--- config.mk ---
export PLATFORM = sky130hd
export DESIGN_NAME = dma_segment_coalescer
export DESIGN_NICKNAME = d
export VERILOG_FILES = /design/src/rtl/core/dsc_pkg.sv /design/src/rtl/core/dsc_core.sv /design/src/rtl/core/dsc_out_fifo.sv /design/src/rtl/core/dma_segment_coalescer.sv
export SDC_FILE = /design/constraint.sdc
export NUM_CORES = 1
export LEC_CHECK = 0
export BUFFER_PORTS_ARGS = -buffer_cell sky130_fd_sc_hd__buf_2
export CAP_MARGIN = 20
export CORE_MARGIN = 10
export CORE_UTILIZATION = 60
export CTS_CLUSTER_SIZE = 28
export DETAILED_ROUTE_END_ITERATION = 16
export PLACE_DENSITY = 0.8
export SLEW_MARGIN = 10
export SYNTH_ARGS = -nofsm -noshare
export SYNTH_HDL_FRONTEND = slang
export SYNTH_SLANG_ARGS = --single-unit
--- constraint.sdc ---
create_clock -name clk -period 12.62 [get_ports clk]
set_clock_uncertainty 0.1 [all_clocks]
set_input_delay 1.893 -clock clk [delete_from_list [all_inputs] [get_ports clk]]
set_output_delay 1.893 -clock clk [all_outputs]
set_load 0.1 [all_outputs]
--- src/rtl/core/dsc_pkg.sv ---
// types, constants and helpers shared by the segment coalescer files
`timescale 1ns / 1ps

package dsc_pkg;

	localparam int unsigned PAGE_BYTES_DEF = 4096;
	localparam int unsigned FIFO_DEPTH_DEF = 4;
	localparam int unsigned MAX_SEG_W      = 31;
	localparam logic [MAX_SEG_W-1:0] MAX_SEG_RESET = 31'd65536;

	typedef struct packed {
		logic [31:0] chunk_virt;
		logic [31:0] chunk_phys;
		logic [31:0] bytes_left;
	} chunk_t;

	typedef struct packed {
		logic [31:0] seg_virt;
		logic [31:0] seg_phys;
		logic [31:0] seg_bytes;
		logic        seg_final;
	} seg_t;

	// results produced by one chunk, compacted so that first is filled before second
	typedef struct packed {
		logic [1:0] count;
		seg_t       first;
		seg_t       second;
	} push_t;

endpackage

--- src/rtl/core/dsc_core.sv ---
// coalescing logic: open segment state, join decision and emitted segments
`timescale 1ns / 1ps

module dsc_core #(
	parameter int unsigned PAGE_BYTES = dsc_pkg::PAGE_BYTES_DEF
) (
	input  logic                         clk,
	input  logic                         arst_n,
	input  logic                         cfg_we,
	input  logic [dsc_pkg::MAX_SEG_W-1:0] cfg_data,
	input  logic                         enable,
	input  dsc_pkg::chunk_t              chunk,
	output dsc_pkg::push_t               push
);

	localparam int unsigned OFFS_W = $clog2(PAGE_BYTES);
	localparam logic [31:0] PAGE_SPAN = 32'(PAGE_BYTES);
	localparam logic [31:0] OFFS_MASK = PAGE_SPAN - 32'd1;

	logic [dsc_pkg::MAX_SEG_W-1:0] max_seg_q;
	logic [31:0] open_virt_q, open_phys_q, open_bytes_q, prev_page_q;

	logic [31:0] page, to_end, len, nxt_page;
	logic [32:0] grown;
	logic        left_zero, is_open, last, join_ok, emit_close;
	logic [31:0] new_virt, new_phys, new_bytes;
	dsc_pkg::seg_t closed_seg, final_seg;

	always_comb begin
		page      = chunk.chunk_phys & ~OFFS_MASK;
		to_end    = PAGE_SPAN - {{(32-OFFS_W){1'b0}}, chunk.chunk_phys[OFFS_W-1:0]};
		left_zero = (chunk.bytes_left == 32'd0);
		is_open   = (open_bytes_q != 32'd0);
		len       = (chunk.bytes_left < to_end) ? chunk.bytes_left : to_end;
		last      = (chunk.bytes_left <= to_end);
		nxt_page  = prev_page_q + PAGE_SPAN;
		grown     = {1'b0, open_bytes_q} + {1'b0, len};
		join_ok   = is_open && (page == nxt_page) && (grown < {2'b00, max_seg_q});
		emit_close = is_open && !join_ok;

		if (join_ok) begin
			new_virt  = open_virt_q;
			new_phys  = open_phys_q;
			new_bytes = grown[31:0];
		end else begin
			new_virt  = chunk.chunk_virt;
			new_phys  = chunk.chunk_phys;
			new_bytes = len;
		end

		closed_seg = '{seg_virt: open_virt_q, seg_phys: open_phys_q,
			seg_bytes: open_bytes_q, seg_final: 1'b0};
		final_seg  = '{seg_virt: new_virt, seg_phys: new_phys,
			seg_bytes: new_bytes, seg_final: 1'b1};

		push.second = final_seg;
		if (left_zero) begin
			// empty chunk only flushes whatever is open
			push.count = {1'b0, is_open};
			push.first = closed_seg;
			push.first.seg_final = 1'b1;
		end else begin
			push.count = {1'b0, emit_close} + {1'b0, last};
			push.first = emit_close ? closed_seg : final_seg;
		end
		if (!enable) begin
			push.count = 2'd0;
		end
	end

	always_ff @(posedge clk or negedge arst_n) begin
		if (!arst_n) begin
			max_seg_q <= dsc_pkg::MAX_SEG_RESET;
		end else if (cfg_we) begin
			max_seg_q <= cfg_data;
		end
	end

	always_ff @(posedge clk or negedge arst_n) begin
		if (!arst_n) begin
			open_virt_q  <= '0;
			open_phys_q  <= '0;
			open_bytes_q <= '0;
			prev_page_q  <= '0;
		end else if (enable) begin
			if ((left_zero && is_open) || (!left_zero && last)) begin
				open_virt_q  <= '0;
				open_phys_q  <= '0;
				open_bytes_q <= '0;
				prev_page_q  <= '0;
			end else if (!left_zero) begin
				open_virt_q  <= new_virt;
				open_phys_q  <= new_phys;
				open_bytes_q <= new_bytes;
				prev_page_q  <= page;
			end
		end
	end

endmodule

--- src/rtl/core/dsc_out_fifo.sv ---
// result queue: takes up to two segments a cycle, hands out one per transfer
`timescale 1ns / 1ps

module dsc_out_fifo #(
	parameter int unsigned DEPTH = dsc_pkg::FIFO_DEPTH_DEF
) (
	input  logic           clk,
	input  logic           arst_n,
	input  dsc_pkg::push_t push,
	output logic           room,
	output logic           out_valid,
	input  logic           out_stall,
	output dsc_pkg::seg_t  out_data
);

	localparam int unsigned PTR_W = (DEPTH > 1) ? $clog2(DEPTH) : 1;
	localparam int unsigned CNT_W = $clog2(DEPTH + 1);
	localparam logic [PTR_W-1:0] LAST_PTR = PTR_W'(DEPTH - 1);

	function automatic logic [PTR_W-1:0] ptr_inc(input logic [PTR_W-1:0] p);
		ptr_inc = (p == LAST_PTR) ? '0 : p + PTR_W'(1);
	endfunction

	dsc_pkg::seg_t    mem_q [DEPTH];
	logic [PTR_W-1:0] wptr_q, rptr_q, wptr_1, wptr_2;
	logic [CNT_W-1:0] count_q;
	logic             pop;

	assign wptr_1    = ptr_inc(wptr_q);
	assign wptr_2    = ptr_inc(wptr_1);
	assign out_valid = (count_q != '0);
	assign out_data  = mem_q[rptr_q];
	assign pop       = out_valid && !out_stall;
	assign room      = (count_q <= CNT_W'(DEPTH - 2));

	always_ff @(posedge clk) begin
		if (push.count != 2'd0) begin
			mem_q[wptr_q] <= push.first;
		end
		if (push.count == 2'd2) begin
			mem_q[wptr_1] <= push.second;
		end
	end

	always_ff @(posedge clk or negedge arst_n) begin
		if (!arst_n) begin
			wptr_q  <= '0;
			rptr_q  <= '0;
			count_q <= '0;
		end else begin
			unique case (push.count)
				2'd1:    wptr_q <= wptr_1;
				2'd2:    wptr_q <= wptr_2;
				default: wptr_q <= wptr_q;
			endcase
			if (pop) begin
				rptr_q <= ptr_inc(rptr_q);
			end
			count_q <= count_q + CNT_W'(push.count) - CNT_W'(pop);
		end
	end

endmodule

--- src/rtl/core/dma_segment_coalescer.sv ---
// top level of the dma scatter-gather segment coalescer
//
//  channel  direction  handshake        payload
//  in       input      in_valid/stall   chunk_t  (chunk_virt, chunk_phys, bytes_left)
//  out      output     out_valid/stall  seg_t    (seg_virt, seg_phys, seg_bytes, seg_final)
//  cfg      input      cfg_valid/ready  max_segment_bytes, 31 bits
//
// one chunk per cycle while the input is not stalled: a chunk sits in the input register,
// where the join compare and size add run, and its segments enter the result queue
// a chunk that yields two segments uses two output transfers, so the output side sets the pace
// the input stalls while chunk_s1 is valid and the result queue cannot take two more segments
// reset clears the open segment and the queue; cfg is always ready
`timescale 1ns / 1ps

module dma_segment_coalescer #(
	parameter int unsigned PAGE_BYTES = dsc_pkg::PAGE_BYTES_DEF,
	parameter int unsigned FIFO_DEPTH = dsc_pkg::FIFO_DEPTH_DEF
) (
	input  logic                          clk,
	input  logic                          arst_n,
	input  logic                          in_valid,
	output logic                          in_stall,
	input  dsc_pkg::chunk_t               in_data,
	output logic                          out_valid,
	input  logic                          out_stall,
	output dsc_pkg::seg_t                 out_data,
	input  logic                          cfg_valid,
	output logic                          cfg_ready,
	input  logic [dsc_pkg::MAX_SEG_W-1:0] cfg_data
);

	dsc_pkg::chunk_t chunk_s1;
	logic            valid_s1;
	logic            room, fire_s1;
	dsc_pkg::push_t  push;

	assign cfg_ready = 1'b1;
	assign fire_s1   = valid_s1 && room;
	assign in_stall  = valid_s1 && !room;

	always_ff @(posedge clk or negedge arst_n) begin
		if (!arst_n) begin
			valid_s1 <= 1'b0;
		end else if (!in_stall) begin
			valid_s1 <= in_valid;
		end
	end

	always_ff @(posedge clk) begin
		if (in_valid && !in_stall) begin
			chunk_s1 <= in_data;
		end
	end

	dsc_core #(
		.PAGE_BYTES(PAGE_BYTES)
	) u_core (
		.clk     (clk),
		.arst_n  (arst_n),
		.cfg_we  (cfg_valid && cfg_ready),
		.cfg_data(cfg_data),
		.enable  (fire_s1),
		.chunk   (chunk_s1),
		.push    (push)
	);

	dsc_out_fifo #(
		.DEPTH(FIFO_DEPTH)
	) u_out_fifo (
		.clk      (clk),
		.arst_n   (arst_n),
		.push     (push),
		.room     (room),
		.out_valid(out_valid),
		.out_stall(out_stall),
		.out_data (out_data)
	);

endmodule
==> results of run 1 <==
[logic make-up (layout without fill, tap and decap cells)]
group	count (synthesis)	after routing	share of synthesized area (%)
AO/OA/AOI/OAI	716	717	18.5
XOR/XNOR	66	66	1.87
adder cells (fa/ha/maj)	92	92	3.77
buffers and inverters	248	475	3.56
flip-flops	639	639	59.4
multiplexers	126	126	8.05
other	2	20	0.0243
AND/OR/NAND/NOR	301	301	4.89
[through the flow]
stage	TNS [ns]	hold WS (ns)	util, %
finish	0	0.387	68.6
CTS	0	0.383	68.4
floorplan	0	0.362	-
global route	-0.0108	0.430	68.6
global placement	0	0.380	64.0
detailed placement	0	0.374	64.0
[timing repair]
action,CTS,global route
endpoints found under the hold margin,0,0
resized for setup,0,3
endpoints found under the setup margin,0,714
setup buffers,0,2
[cell type report]
class / count / area (µm²) / share of cell area (%)
sequential: 639 / 18400 / 52.3
multi-input combinational: 1322 / 11700 / 33.4
clock buffer: 92 / 1960 / 5.57
timing repair buffer: 274 / 1650 / 4.70
tap: 680 / 851 / 2.42
clock inverter: 34 / 292 / 0.830
inverter: 75 / 282 / 0.801
[where the power goes]
part	switching, µW	leakage [µW]	internal, µW	total, µW
clock network	845	0.00111	1160	2000
registers	478	0.00644	2860	3340
logic	3410	0.00599	1210	4620
total	4740	0.0135	5230	9970
[layout by cell type (no fill, tap or decap), drive strengths merged, types with 13 or more instances in the layout]
cell type and n:
a21o 29, a21oi 68, a22o 409, and3 13
buf 274, clkbuf 92, clkinv 24, conb 20
dfrtp 154, edfxtp 480, ha 90, inv 79
mux2 13, mux2i 16, mux4 97, nand2 111
nand2b 17, nand3 20, nand4 19, nor2 44
nor3 16, nor4 18, o21ai 74, o2bb2ai 76
xnor2 42, xor2 24
[critical path, delay by kind of cell (launching register included)]
family          cells  cell delay, ns
fa+ha+maj           6            1.70
buf+inv             8            1.51
flops               1            0.55
xor+xnor            2            0.58
simple gates       13            3.87
mux                 1            0.41
compound gates     12            2.94
[registers in the layout (all words and copies together) (netlist names)]
| register | cells |
|---|---|
| chunk_s1 | 96 |
| u_core.max_seg_q | 31 |
| u_core.open_bytes_q | 32 |
| u_core.open_phys_q | 32 |
| u_core.open_virt_q | 32 |
| u_core.prev_page_q | 20 |
| u_out_fifo.count_q | 3 |
| u_out_fifo.mem_q | 388 |
| u_out_fifo.rptr_q | 2 |
| u_out_fifo.wptr_q | 2 |
| valid_s1 | 1 |
[synthesized netlist by cell type (29+ instances only)]
master     count  area [µm²]
edfxtp_1     480       14400
a21oi_1       67         335
clkbuf_1      84         315
buf_2         54         270
nor2_1        42         158
xnor2_1       42         368
a21o_1        29         218
nand2_1      111         417
o2bb2ai_1     74         648
ha_1          90        1130
a22o_1       409        3580
mux4_2        97        2180
inv_1         75         282
o21ai_0       69         345
dfrtp_1      154        3850
[worst paths after layout]
| kind | from | endpoint | slack [ns] |
|---|---|---|---|
| worst max-delay path | chunk_s1[33] | u_out_fifo.mem_q[1][72] | 0.80 |
| worst min-delay path | u_out_fifo.mem_q[2][0] | u_out_fifo.mem_q[2][0] | 0.39 |
| worst max register to register | chunk_s1[33] | u_out_fifo.mem_q[1][72] | 0.80 |
| worst min register to register | u_out_fifo.mem_q[2][0] | u_out_fifo.mem_q[2][0] | 0.39 |
| max in group asynchronous | arst_n | u_out_fifo.rptr_q[0] | 9.86 |
| min in group asynchronous | arst_n | u_core.max_seg_q[14] | 1.15 |
[routing by layer]
| metal | part of all wire, % | up-vias |
|---|---|---|
| li1 | - | 9129 |
| met5 | 0 | - |
| met2 | 48 | 1340 |
| met4 | 3.1 | 0 |
| met3 | 10 | 206 |
| met1 | 38 | 10890 |
==> impl_metrics.json, run 1 <==
{
  "synth-edff-count": 480,
  "m1_gr_usage_pct": 36.6,
  "startpoint_type": "flip-flop",
  "netlist-cell-type-count": 81,
  "final-hold-violation-count": 0,
  "ioPinCount": 232,
  "setup-violations-final": 0,
  "clock_period_minus_final_worst_setup_slack_ns": 11.82,
  "critical_path_required_ns": 12.99,
  "hold_path_depth": 2,
  "worstSkewPairLatency_ns": 0.62,
  "maxSlewViolCount": 0,
  "power_density_over_the_cells_mw_per_mm2": 284,
  "grt_util_all_layers_pct": 27.8,
  "grt_busiest_layer": "met2",
  "antenna_fix_cells": 0,
  "placed_cell_area_mm2": 0.0328,
  "routed_via_density": 6.92,
  "cts_inserted_buffers": 68,
  "final_antenna_net_count": 0,
  "post_synth_instance_area_mm2": 0.0309,
  "gr-usage-met3_pct": 6.07,
  "worst_min_delay_path_category": "flip-flop to flip-flop",
  "num-nets-final": 2604,
  "place_hpwl_um": 52600,
  "cts_tree": "yes",
  "fillerInstances": 3350,
  "pin_count_of_the_biggest_net_entering_global_routing": 69,
  "cts_num_sinks": 639,
  "setup_slack_ns": 0.804,
  "clock_tree.htree_level_count": 3,
  "power.total_uw": 9970,
  "run_status": "finished, final reports clean",
  "coreArea_mm2": 0.0512,
  "routed_wire_length_per_instance_um": 27.5,
  "worst_ep_arrival_time_ns": 12.18,
  "cts-root-buf": "clkbuf_16",
  "r2r_cells": 42,
  "worst-slew-pin-transition_ns": 1.17,
  "gp_routability_congestion": 0.975,
  "number_of_global_route_vias_before_repair": 21683,
  "avgSynthCellArea_um2": 14.1,
  "synth-warning-count": 0,
  "leading_register_cell_type_out_of_synthesis": "edfxtp_1",
  "slowest_stage": "or4_1",
  "fp.dieArea_mm2": 0.0611,
  "cpPeakStageDelay_ns": 0.60,
  "synthesis.instances": 2190,
  "area.growth.synth_to_final_pct": 13.6,
  "starting_density_of_the_core_pct": 60.4,
  "total_wirelength_of_the_detailed_routed_design_um": 85600,
  "drt_iter0_drc": 3057,
  "timing.final.crit_share_pct": 93.6,
  "drt_pre_antenna_iters": 6,
  "power_leakage_uw": 0.0135,
  "chipWidth_um": 247,
  "layout-drive-gt1-share_pct": 22.0,
  "cts_hold_repair.buffers": 0,
  "max_cap_viol_count": 0,
  "async_reset_ff_share_pct": 24.3,
  "floorplan.rows": 83,
  "grt_first_pass_wirelength_um": 130000,
  "instances_no_fill": 3116,
  "cts.path.max_buffers": 3,
  "final_cell_area_mm2": 0.0351,
  "timing.critical_path.to_type": "flip-flop",
  "vdd.ir_drop.worst_uv": 259,
  "drc_markers": 0,
  "initial_antenna_violation_count": 0,
  "clock_transition_time_at_the_flip_flop_clock_pins_of_the_worst_setup_and_hold_paths_ns": 0.06,
  "grt_util_met2_pct": 44.8,
  "fmax_ghz": 0.0846,
  "dp_slack_ns": 0.492,
  "chipHeight_um": 247,
  "timing.setup.critical_path_class": "flip-flop to flip-flop",
  "place_inst": 2983,
  "post_synthesis_sequential_element_count": 639,
  "crit_fanout": 37,
  "buffer_ports.inserted": 230,
  "part_of_the_yosys_area_used_for_sequential_elements_pct": 59.4,
  "gr-total-overflow": 0,
  "via_count": 21565,
  "max-slew-margin-rel_pct": 21.9
}
No activity file was read; power rests on OpenSTA's default activity.
==> run 2, diff against run 1 <==
--- a/config.mk
+++ b/config.mk
@@ -7,11 +7,13 @@
 export LEC_CHECK = 0
 export BUFFER_PORTS_ARGS = -buffer_cell sky130_fd_sc_hd__buf_2
 export CAP_MARGIN = 20
+export CELL_PAD_IN_SITES_DETAIL_PLACEMENT = 1
+export CELL_PAD_IN_SITES_GLOBAL_PLACEMENT = 2
 export CORE_MARGIN = 10
-export CORE_UTILIZATION = 60
+export CORE_UTILIZATION = 43
 export CTS_CLUSTER_SIZE = 28
 export DETAILED_ROUTE_END_ITERATION = 16
-export PLACE_DENSITY = 0.8
+export PLACE_DENSITY_LB_ADDON = 0.1
 export SLEW_MARGIN = 10
 export SYNTH_ARGS = -nofsm -noshare
 export SYNTH_HDL_FRONTEND = slang
==> run 2 against run 1 <==
Against the previous run:
- combinational power is 2% higher
- wire length up 16%
- sequential share of layout area shrank 0.80 points
- total power up 2.5%
- via count fell by 2.6%
- first-iteration DRC count shrank 40%
- sequential power barely moved
- largest power group unchanged
==> impl_metrics.json, run 2 (synthesis gave the netlist of run 1 again) <==
{
  "hold_path.startpoint": "u_out_fifo.mem_q[2][0]",
  "fmax_ghz": 0.0856,
  "pin_count_of_the_biggest_net_entering_global_routing": 65,
  "routed_wire_length_per_instance_um": 29.3,
  "drt_pre_antenna_iters": 8,
  "final_antenna_net_count": 0,
  "floorplan.rows": 98,
  "largest_register_ffs": 388,
  "detailroute.wirelength.met3_um": 6510,
  "drt_iter0_drc": 1822,
  "place_inst": 3260,
  "worst_min_delay_path_category": "flip-flop to flip-flop",
  "layout.cells.most_common": "edfxtp_1",
  "total_switching_power_uw": 4860,
  "power_switching_share_pct": 47.6,
  "max_flop_register": "u_out_fifo.mem_q",
  "timing.setup.critical_path_class": "flip-flop to flip-flop",
  "slowest_stage": "or4_1",
  "power_leakage_uw": 0.0136,
  "routed_via_density": 6.18,
  "register_area_mm2": 0.0184,
  "cts_num_sinks": 639,
  "timing.final.crit_share_pct": 92.6,
  "critPathLaunch": "chunk_s1[33]",
  "r2r_cells": 44,
  "worst_ep_arrival_time_ns": 12.05,
  "whs_endpoint": "u_out_fifo.mem_q[2][0]",
  "multiInputGateArea_mm2": 0.0117,
  "top_regs": "u_out_fifo.mem_q: 388 flops, chunk_s1: 96 flops",
  "worst-slew-pin-transition_ns": 1.20,
  "drc_markers": 0,
  "seqPwrFrac_pct": 32.7,
  "fp.dieArea_mm2": 0.0831,
  "coreArea_mm2": 0.0714,
  "max_cap_viol_count": 0,
  "chipWidth_um": 288,
  "cts_tree": "yes",
  "gr-total-overflow": 0,
  "vdd.ir_drop.worst_uv": 227,
  "r2r_slack_ns": 0.94,
  "cellInternalPower_uw": 5360,
  "critical_path_required_ns": 12.99,
  "starting_density_of_the_core_pct": 43.4,
  "chipHeight_um": 288,
  "place_hpwl_um": 62800,
  "share_comb_of_total_power_pct": 46.1,
  "cts.path.max_buffers": 3,
  "grt_util_all_layers_pct": 23.5,
  "startpoint_type": "flip-flop",
  "maxSlewViolCount": 0,
  "met2WireLength_um": 47700,
  "postLayoutCoreUtil_pct": 50.0,
  "commonest_cells_after_routing_fill_and_taps_aside": "480 x edfxtp_1, 409 x a22o_1, 229 x buf_2",
  "worstSkewPairLatency_ns": 0.62,
  "ioPinCount": 232,
  "grt_first_pass_wirelength_um": 147000,
  "initial_antenna_violation_count": 1,
  "number_of_global_route_vias_before_repair": 22453,
  "cpPeakStageDelay_ns": 0.61,
  "num-nets-final": 2611,
  "clock_transition_time_at_the_flip_flop_clock_pins_of_the_worst_setup_and_hold_paths_ns": 0.06,
  "crit_fanout": 27,
  "hold_path_depth": 2,
  "via_count": 21012,
  "layout-drive-gt1-share_pct": 22.1,
  "cts_inserted_buffers": 73,
  "max-slew-margin-rel_pct": 20.2,
  "worstReg2RegEnd": "u_out_fifo.mem_q[3][53]",
  "route.layer.met1.wl_um": 43400,
  "buffer_ports.inserted": 230,
  "total_wirelength_of_the_detailed_routed_design_um": 99600,
  "maxUsedRoutingLayer": "met4",
  "setup-violations-final": 0,
  "power_density_over_the_cells_mw_per_mm2": 286,
  "power.clock.fraction_pct": 21.2,
  "grt_setup_unrepaired": "no",
  "crit_top_cell": "ha_1",
  "clock_period_minus_final_worst_setup_slack_ns": 11.68,
  "worst_r2r_startpoint": "chunk_s1[33]",
  "run_status": "finished, final reports clean",
  "fillerInstances": 7061,
  "area.growth.synth_to_final_pct": 15.3,
  "gp_routability_congestion": 0.863,
  "clock_tree.htree_level_count": 3,
  "timing.critical_path.to_type": "flip-flop",
  "cts-root-buf": "clkbuf_16",
  "fin_tns_setup_ns": 0,
  "cts_hold_repair.buffers": 0,
  "final-hold-violation-count": 0,
  "instances_no_fill": 3398
}
run 2: changes by cell type in the layout (fill, tap and decap cells not counted), moves of 2 or more:
cell	change
buf_12	+2
clkbuf_1	+11
inv_16	+2
clkinv_4	-2
clkinv_8	-2
clkinv_2	-7
buf_4	+2
clkbuf_16	+4
bufinv_16	+3
run 2: final cells by class:
class | count | area share, %
antenna | 1 | 0.00701
clock inverter | 27 | 0.929
sequential | 639 | 51.5
tap | 950 | 3.33
inverter | 75 | 0.789
timing repair buffer | 276 | 4.67
multi-input combinational | 1322 | 32.9
clock buffer | 108 | 5.91
run 2: power groups by stage:
stage	clock network, µW	logic (µW)	registers (µW)
6_report	2170	4710	3340
2_1_floorplan	0	3710	3160
3_5_place_dp	0	4740	3370
5_1_grt	2290	4960	3410
3_3_place_gp	0	4690	3330
4_1_cts	2200	4750	3330
run 2: how the worst max path moves through the flow:
stage                                    to  slack, ns
floorplan           u_out_fifo.mem_q[3][10]       1.06
global placement    u_out_fifo.mem_q[3][45]       1.02
detailed placement  u_out_fifo.mem_q[3][53]       0.71
CTS                 u_out_fifo.mem_q[3][53]       0.65
global route         u_out_fifo.mem_q[3][6]       0.04
finish              u_out_fifo.mem_q[3][53]       0.94
run 2: through the flow:
step                      power [µW]  hold slack, ns  worst slack (ns)  instance area [µm²]
after floorplan                 6870           0.362              1.06                31000
after global placement          8020           0.381              1.02                33200
after detailed placement        8110           0.395             0.713                33200
after CTS                      10300           0.404             0.646                35600
after global routing           10700           0.430            0.0398                35700
final                          10200           0.404             0.938                35700
run 2: routing by layer:
metal	vias up	global-route usage (%)
li1	9164	-
met1	11006	31.6
met2	724	38.7
met3	118	4.39
met4	0	6.26
met5	-	0
run 2: critical path, delay by kind of cell (launching register included):
| kind | cells | cell delay [ns] |
|---|---|---|
| AO/OA/AOI/OAI | 15 | 3.36 |
| XOR/XNOR | 2 | 0.50 |
| adder cells (fa/ha/maj) | 6 | 1.79 |
| buffers and inverters | 7 | 1.09 |
| flip-flops | 1 | 0.56 |
| multiplexers | 1 | 0.44 |
| AND/OR/NAND/NOR | 13 | 3.64 |
run 2: repair_timing:
item,in CTS,in global routing
buffers inserted,0,0
resized for setup,0,5
setup endpoints to repair,0,328
